## src/hdl/rsbd_pkg.sv

```systemverilog
package rsbd_pkg;

    typedef struct packed {
        logic [15:0] year;
        logic [3:0]  month;
        logic [4:0]  day;
        logic [31:0] tag;
        logic        last_in;
    } t_in_item;

    typedef struct packed {
        logic [15:0] sorted_year;
        logic [3:0]  sorted_month;
        logic [4:0]  sorted_day;
        logic [31:0] sorted_tag;
        logic        last_out;
        logic        overflow;
    } t_out_item;

    typedef struct packed {
        logic [15:0] year;
        logic [3:0]  month;
        logic [4:0]  day;
        logic [31:0] tag;
    } t_rec;

    typedef struct packed {
        logic insert;
        logic shift_out;
    } t_dp_cmd;

    typedef struct packed {
        logic full;
        logic one_left;
    } t_dp_status;

    typedef enum logic {
        ST_LOAD,
        ST_EMIT
    } t_state;

endpackage

```

## src/hdl/rsbd_ctrl.sv

```systemverilog
module rsbd_ctrl (
    input  logic                i_clk,
    input  logic                i_rst_n,
    input  logic                i_start,
    input  logic                i_last_in,
    input  rsbd_pkg::t_dp_status i_status,
    output rsbd_pkg::t_dp_cmd   o_cmd,
    output logic                o_busy,
    output logic                o_strobe,
    output logic                o_overflow
);
    import rsbd_pkg::*;

    t_state r_state;
    t_state n_state;
    logic   r_overflow;
    logic   n_overflow;
    logic   accept;

    assign accept = i_start && (r_state == ST_LOAD);

    always_comb begin
        n_state = r_state;
        case (r_state)
            ST_LOAD: begin
                if (accept && i_last_in) begin
                    n_state = ST_EMIT;
                end
            end
            ST_EMIT: begin
                if (i_status.one_left) begin
                    n_state = ST_LOAD;
                end
            end
            default: n_state = ST_LOAD;
        endcase
    end

    always_comb begin
        o_cmd.insert    = 1'b0;
        o_cmd.shift_out = 1'b0;
        o_busy          = 1'b0;
        o_strobe        = 1'b0;
        n_overflow      = r_overflow;
        case (r_state)
            ST_LOAD: begin
                o_cmd.insert = accept && !i_status.full;
                if (accept && i_status.full) begin
                    n_overflow = 1'b1;
                end
            end
            ST_EMIT: begin
                o_busy          = 1'b1;
                o_strobe        = 1'b1;
                o_cmd.shift_out = 1'b1;
                if (i_status.one_left) begin
                    n_overflow = 1'b0;
                end
            end
            default: begin
                n_overflow = 1'b0;
            end
        endcase
    end

    assign o_overflow = r_overflow;

    always_ff @(posedge i_clk) begin
        if (!i_rst_n) begin
            r_state    <= ST_LOAD;
            r_overflow <= 1'b0;
        end else begin
            r_state    <= n_state;
            r_overflow <= n_overflow;
        end
    end

endmodule

```

## src/hdl/rsbd_datapath.sv

```systemverilog
module rsbd_datapath #(
    parameter int MAX_RECORDS = 16
) (
    input  logic                 i_clk,
    input  logic                 i_rst_n,
    input  rsbd_pkg::t_dp_cmd    i_cmd,
    input  rsbd_pkg::t_rec       i_rec,
    output rsbd_pkg::t_dp_status o_status,
    output rsbd_pkg::t_rec       o_head
);
    import rsbd_pkg::*;

    t_rec                   r_cell [MAX_RECORDS];
    t_rec                   n_cell [MAX_RECORDS];
    logic [MAX_RECORDS-1:0] r_valid;
    logic [MAX_RECORDS-1:0] n_valid;
    logic [MAX_RECORDS-1:0] gt;
    logic [24:0]            new_key;

    assign new_key = {i_rec.year, i_rec.month, i_rec.day};

    // An empty cell counts as greater than any key, so the new record lands
    // behind every held record whose key is not greater.
    genvar g;
    generate
        for (g = 0; g < MAX_RECORDS; g++) begin : g_cell
            assign gt[g] = !r_valid[g] ||
                ({r_cell[g].year, r_cell[g].month, r_cell[g].day} > new_key);

            if (g == 0) begin : g_first
                always_comb begin
                    n_cell[g] = r_cell[g];
                    if (i_cmd.shift_out) begin
                        n_cell[g] = r_cell[g+1];
                    end else if (i_cmd.insert && gt[g]) begin
                        n_cell[g] = i_rec;
                    end
                end
            end else if (g == MAX_RECORDS - 1) begin : g_last
                always_comb begin
                    n_cell[g] = r_cell[g];
                    if (i_cmd.insert && gt[g]) begin
                        n_cell[g] = gt[g-1] ? r_cell[g-1] : i_rec;
                    end
                end
            end else begin : g_mid
                always_comb begin
                    n_cell[g] = r_cell[g];
                    if (i_cmd.shift_out) begin
                        n_cell[g] = r_cell[g+1];
                    end else if (i_cmd.insert && gt[g]) begin
                        n_cell[g] = gt[g-1] ? r_cell[g-1] : i_rec;
                    end
                end
            end
        end
    endgenerate

    always_comb begin
        n_valid = r_valid;
        if (i_cmd.shift_out) begin
            n_valid = r_valid >> 1;
        end else if (i_cmd.insert) begin
            n_valid = {r_valid[MAX_RECORDS-2:0], 1'b1};
        end
    end

    always_ff @(posedge i_clk) begin
        if (!i_rst_n) begin
            r_valid <= '0;
        end else begin
            r_valid <= n_valid;
        end
    end

    always_ff @(posedge i_clk) begin
        r_cell <= n_cell;
    end

    assign o_status.full     = r_valid[MAX_RECORDS-1];
    assign o_status.one_left = !r_valid[1];
    assign o_head            = r_cell[0];

endmodule

```

## src/hdl/record_sort_by_date.sv

```systemverilog
// Stable sorter for sets of dated records.
// Input: a record on i_item is taken at a rising edge where start is high
// and busy is low. Each record is placed into a row of sorting cells in
// that same cycle, so one record is taken per cycle while loading.
// A record flagged last_in closes the set. From the next cycle on, busy is
// high and the set comes out on o_result in ascending date order (year,
// month, day), records of equal date in arrival order, one per cycle with
// o_strobe high; last_out marks the final one. A set yields one result
// per held record. Records that arrive while MAX_RECORDS are held are
// dropped and overflow is set on every result of that set. A closing
// record that is dropped still ends the set. Each result is valid for
// exactly one cycle; the receiver cannot stall the output. Reset empties
// the cell row and clears the overflow flag.
module record_sort_by_date #(
    parameter int MAX_RECORDS = 16
) (
    input  logic                 i_clk,
    input  logic                 i_rst_n,
    input  logic                 start,
    input  rsbd_pkg::t_in_item   i_item,
    output logic                 busy,
    output logic                 o_strobe,
    output rsbd_pkg::t_out_item  o_result
);
    import rsbd_pkg::*;

    t_dp_cmd    cmd;
    t_dp_status status;
    t_rec       new_rec;
    t_rec       head;
    logic       overflow;

    assign new_rec.year  = i_item.year;
    assign new_rec.month = i_item.month;
    assign new_rec.day   = i_item.day;
    assign new_rec.tag   = i_item.tag;

    rsbd_ctrl u_ctrl (
        .i_clk      (i_clk),
        .i_rst_n    (i_rst_n),
        .i_start    (start),
        .i_last_in  (i_item.last_in),
        .i_status   (status),
        .o_cmd      (cmd),
        .o_busy     (busy),
        .o_strobe   (o_strobe),
        .o_overflow (overflow)
    );

    rsbd_datapath #(
        .MAX_RECORDS (MAX_RECORDS)
    ) u_datapath (
        .i_clk    (i_clk),
        .i_rst_n  (i_rst_n),
        .i_cmd    (cmd),
        .i_rec    (new_rec),
        .o_status (status),
        .o_head   (head)
    );

    assign o_result.sorted_year  = head.year;
    assign o_result.sorted_month = head.month;
    assign o_result.sorted_day   = head.day;
    assign o_result.sorted_tag   = head.tag;
    assign o_result.last_out     = status.one_left;
    assign o_result.overflow     = overflow;

endmodule

```

## config.mk

```make
export PLATFORM = sky130hd
export DESIGN_NAME = record_sort_by_date
export DESIGN_NICKNAME = d
export VERILOG_FILES = /design/src/hdl/rsbd_pkg.sv /design/src/hdl/rsbd_ctrl.sv /design/src/hdl/rsbd_datapath.sv /design/src/hdl/record_sort_by_date.sv
export SDC_FILE = /design/constraint.sdc
export NUM_CORES = 2
export LEC_CHECK = 0
export BUFFER_PORTS_ARGS = -buffer_cell sky130_fd_sc_hd__buf_2
export CAP_MARGIN = 20
export CORE_MARGIN = 10
export CORE_UTILIZATION = 56
export DETAILED_ROUTE_END_ITERATION = 16
export PLACE_DENSITY_LB_ADDON = 0.25
export SLEW_MARGIN = 20
export SYNTH_ARGS = -nofsm -noshare
export SYNTH_HDL_FRONTEND = slang
export SYNTH_SLANG_ARGS = --single-unit
```

## constraint.sdc

```tcl
create_clock -name i_clk -period 5.5 [get_ports i_clk]
set_input_delay 0.55 -clock i_clk [delete_from_list [all_inputs] [get_ports i_clk]]
set_output_delay 0.55 -clock i_clk [all_outputs]
set_load 0.005 [all_outputs]
```

==> results.toml <==
[power]
leakagePower_nw = 23.0
internal-power_mw = 14.8
p_sw_share_pct = 30.3
p_comb_share_pct = 19.7
seq_power_share_pct = 46.4
power.density_mw_per_mm2 = 314
pwr-share-clk_pct = 33.9
switching_power_mw = 6.44
ir_worst_vdd_uv = 280

[route]
wirelength_um = 239000
avgViaCountPerCell = 7.58
top_layer = "met5"
m1WireLength_um = 91000
dr.pass1.iters = 7
ant_nets = 0
drc = 0
met3_wirelength_um = 32300
drtIter0Drc = 9722
wl_met2_um = 102000
vias = 57333
routedWlPerCell_um = 31.5

[global_routing]
grt_max_degree = 229
grt_pass1_wl_um = 351000
grt_pass1_vias = 54078
antenna_found_initial = 5
grt-ovfl-total = 0
grt_use_total_pct = 35.9

[outcome]
run_status = "complete, no violations"

[worst_setup_path]
cp_max_fo = 35
worstPathArrival_ps = 4580
path_class = "register to register"
crit_buf_inv = 1
crit_slowest_cell = "or3_1"
path_cells = "ha_1 -> and3_1 -> nand4_1 -> or3_1 -> o31ai_4 -> or3_2 -> a31o_4 -> buf_4"
slowest_delay_ps = 640
start_kind = "register"
end_kind = "register"
required_ps = 5850
crit_family = "simple AND/OR/NAND/NOR gates"

[logic_synthesis]
syn_area_sq_mm = 0.0631
synth_warnings = 0
async_flop_share_pct = 0
synth_edf_count = 912
synth.avg_cell_area_sq_um = 9.89
ys_seq_elements = 930
synth_ff_type = "edfxtp_1"
synth-seq-area-share_pct = 44.0
synth_top_area_share_pct = 43.4
synth_fp_nets = 6815
netlist_instances = 6379
synthTopCellsByArea = "edfxtp_1 43%, ha_1 7.4%, nor3b_1 6.7%"
synthDistinctLibCells = 74
synth_top_cell_by_area = "edfxtp_1"

[clock_tree]
clk_pin_slew_ps = 60
clk_latency_ps = 730
ctsRootBufferMaster = "clkbuf_16"
cts_tree = "yes"
cts_sinks = 930
cts_max_level = 3
postCtsHoldBufs = 0
post_cts_buffers = 0
cts-resized-gates = 0
cts_buffers = 107
clock_path_buffers = 3

[timing]
drv_slew = 0
hold_violations = 0
fin_setup_tns_ps = 0
clock_skew_ps = 29.9
max_slew_margin_pct = 20.6
worst_slew_pin_slew_ps = 1190
fmax_ghz = 0.237
final.period_utilization_pct = 76.8
timing.final.crit_period_ps = 4230
rsz0062_at_grt = "no"
setup_viol = 0

[floorplanning]
die_y_um = 356
io_pins = 122
die_w_um = 356
rows = 123
initial_core_util_pct = 56.3
core_sq_mm = 0.112
dieArea_sq_mm = 0.127

[layout]
drive_above_1_share_pct = 8.58
seqCellArea_sq_mm = 0.0278
nNetsFinal = 6407
post-route-cell-area_sq_mm = 0.0676
multi_input_area_sq_mm = 0.0317
fillers = 9349
syn_to_final_growth_pct = 7.16

[placed_design]
port_buffers = 121
dp_hpwl_um = 144000
dpl-instance-area_sq_mm = 0.0642
place_congestion = 1.01

[flow_run]
maxCapViolCount = 0

[min_path]
min_path_type = "primary input to register"
==> worst paths after layout <==
path                                                  startpoint                               end  slack (ps)  cells after the start
worst max-delay path            u_datapath.r_cell[853]$_DFFE_PP_  u_datapath.r_cell[798]$_DFFE_PP_        1270                      8
worst min register to register  u_datapath.r_cell[798]$_DFFE_PP_    u_datapath.o_head[0]$_DFFE_PP_         530                      2
worst max register to register  u_datapath.r_cell[853]$_DFFE_PP_  u_datapath.r_cell[798]$_DFFE_PP_        1270                      8
worst min-delay path                                   i_item[0]         u_ctrl.r_state$_SDFF_PN0_         120                      3
==> logic make-up after synthesis <==
| group | count (synthesis) | share of synthesized area, % |
|---|---|---|
| AOI/OAI and AO/OA | 2241 | 25.0 |
| and+or+nand+nor | 1811 | 16.7 |
| buffers and inverters | 1010 | 6.68 |
| DFF | 930 | 44.0 |
| adders and majority gates | 375 | 7.43 |
| muxes | 12 | 0.190 |
==> sequential cells by signal, indices dropped and copies added (netlist names) <==
register            count
u_ctrl.o_overflow       1
u_ctrl.r_state          1
u_datapath.o_head      57
u_datapath.r_cell     855
u_datapath.r_valid     16
==> routing by layer <==
layer | track usage, % | vias up
li1 | - | 24122
met1 | 48.9 | 27774
met2 | 52.6 | 4658
met3 | 8.88 | 777
met4 | 18.5 | 2
met5 | 0 | -
==> Yosys cell counts, types with 76 or more instances <==
cell type	count
a21o_1	83
a21oi_1	111
a221o_1	116
a22oi_1	459
buf_1	76
buf_2	89
clkbuf_1	539
edfxtp_1	912
ha_1	375
inv_1	222
nand2_1	485
nand3_1	254
nor3b_1	561
o211ai_1	508
o21ai_0	562
o311ai_0	111
==> stage by stage <==
stage                     instances  worst slack, ps  utilization (%)  hold slack, ps  total power [mW]
after detailed placement       7362              836             57.3             511              14.0
after global routing           7562             1220             60.3             136              21.9
after floorplan                6379              472                -             479              12.6
after CTS                      7561             1420             60.3            99.1              21.1
final                          7565             1270             60.3             122              21.2
after global placement         7359              886             57.2             503              13.8
==> tightest hold or removal path, cell delays in order <==
cell and delay [ps]:
buf_2 80, a22oi_1 60, nor2b_1 110
==> area by class of cell <==
type | count | share of cell area [%]
Multi-Input combinational cell | 4439 | 46.9
Sequential cell | 930 | 41.0
Clock buffer | 137 | 4.22
Timing Repair Buffer | 271 | 3.07
Tap cell | 1500 | 2.77
Inverter | 222 | 1.23
Clock inverter | 62 | 0.766
Antenna cell | 4 | 0.0148
==> power groups by stage <==
stage               clock [mW]  combinational, mW  sequential, mW
floorplan                    0               2.95            9.61
global placement             0               3.90            9.91
detailed placement           0               4.06            9.92
CTS                       7.19               4.08            9.79
global route              7.45               4.55            9.91
finish                    7.21               4.19            9.85
==> layout by cell type (no fill, tap or decap), types with 59 or more instances in the layout <==
cell	synthesis	final
nand2b_1	69	69
a21oi_1	111	108
buf_4	71	124
ha_1	375	375
o211ai_1	508	508
nor3b_1	561	561
nand3_1	254	254
a21o_1	83	76
nand4_1	68	68
buf_2	89	121
nand2_1	485	480
and2_1	74	70
nor3_1	74	72
o22ai_1	63	59
edfxtp_1	912	912
o311ai_0	111	111
a221o_1	116	116
inv_1	222	222
clkbuf_16	0	110
o21ai_0	562	559
a22oi_1	459	459
(Power assumes the default switching activity.)
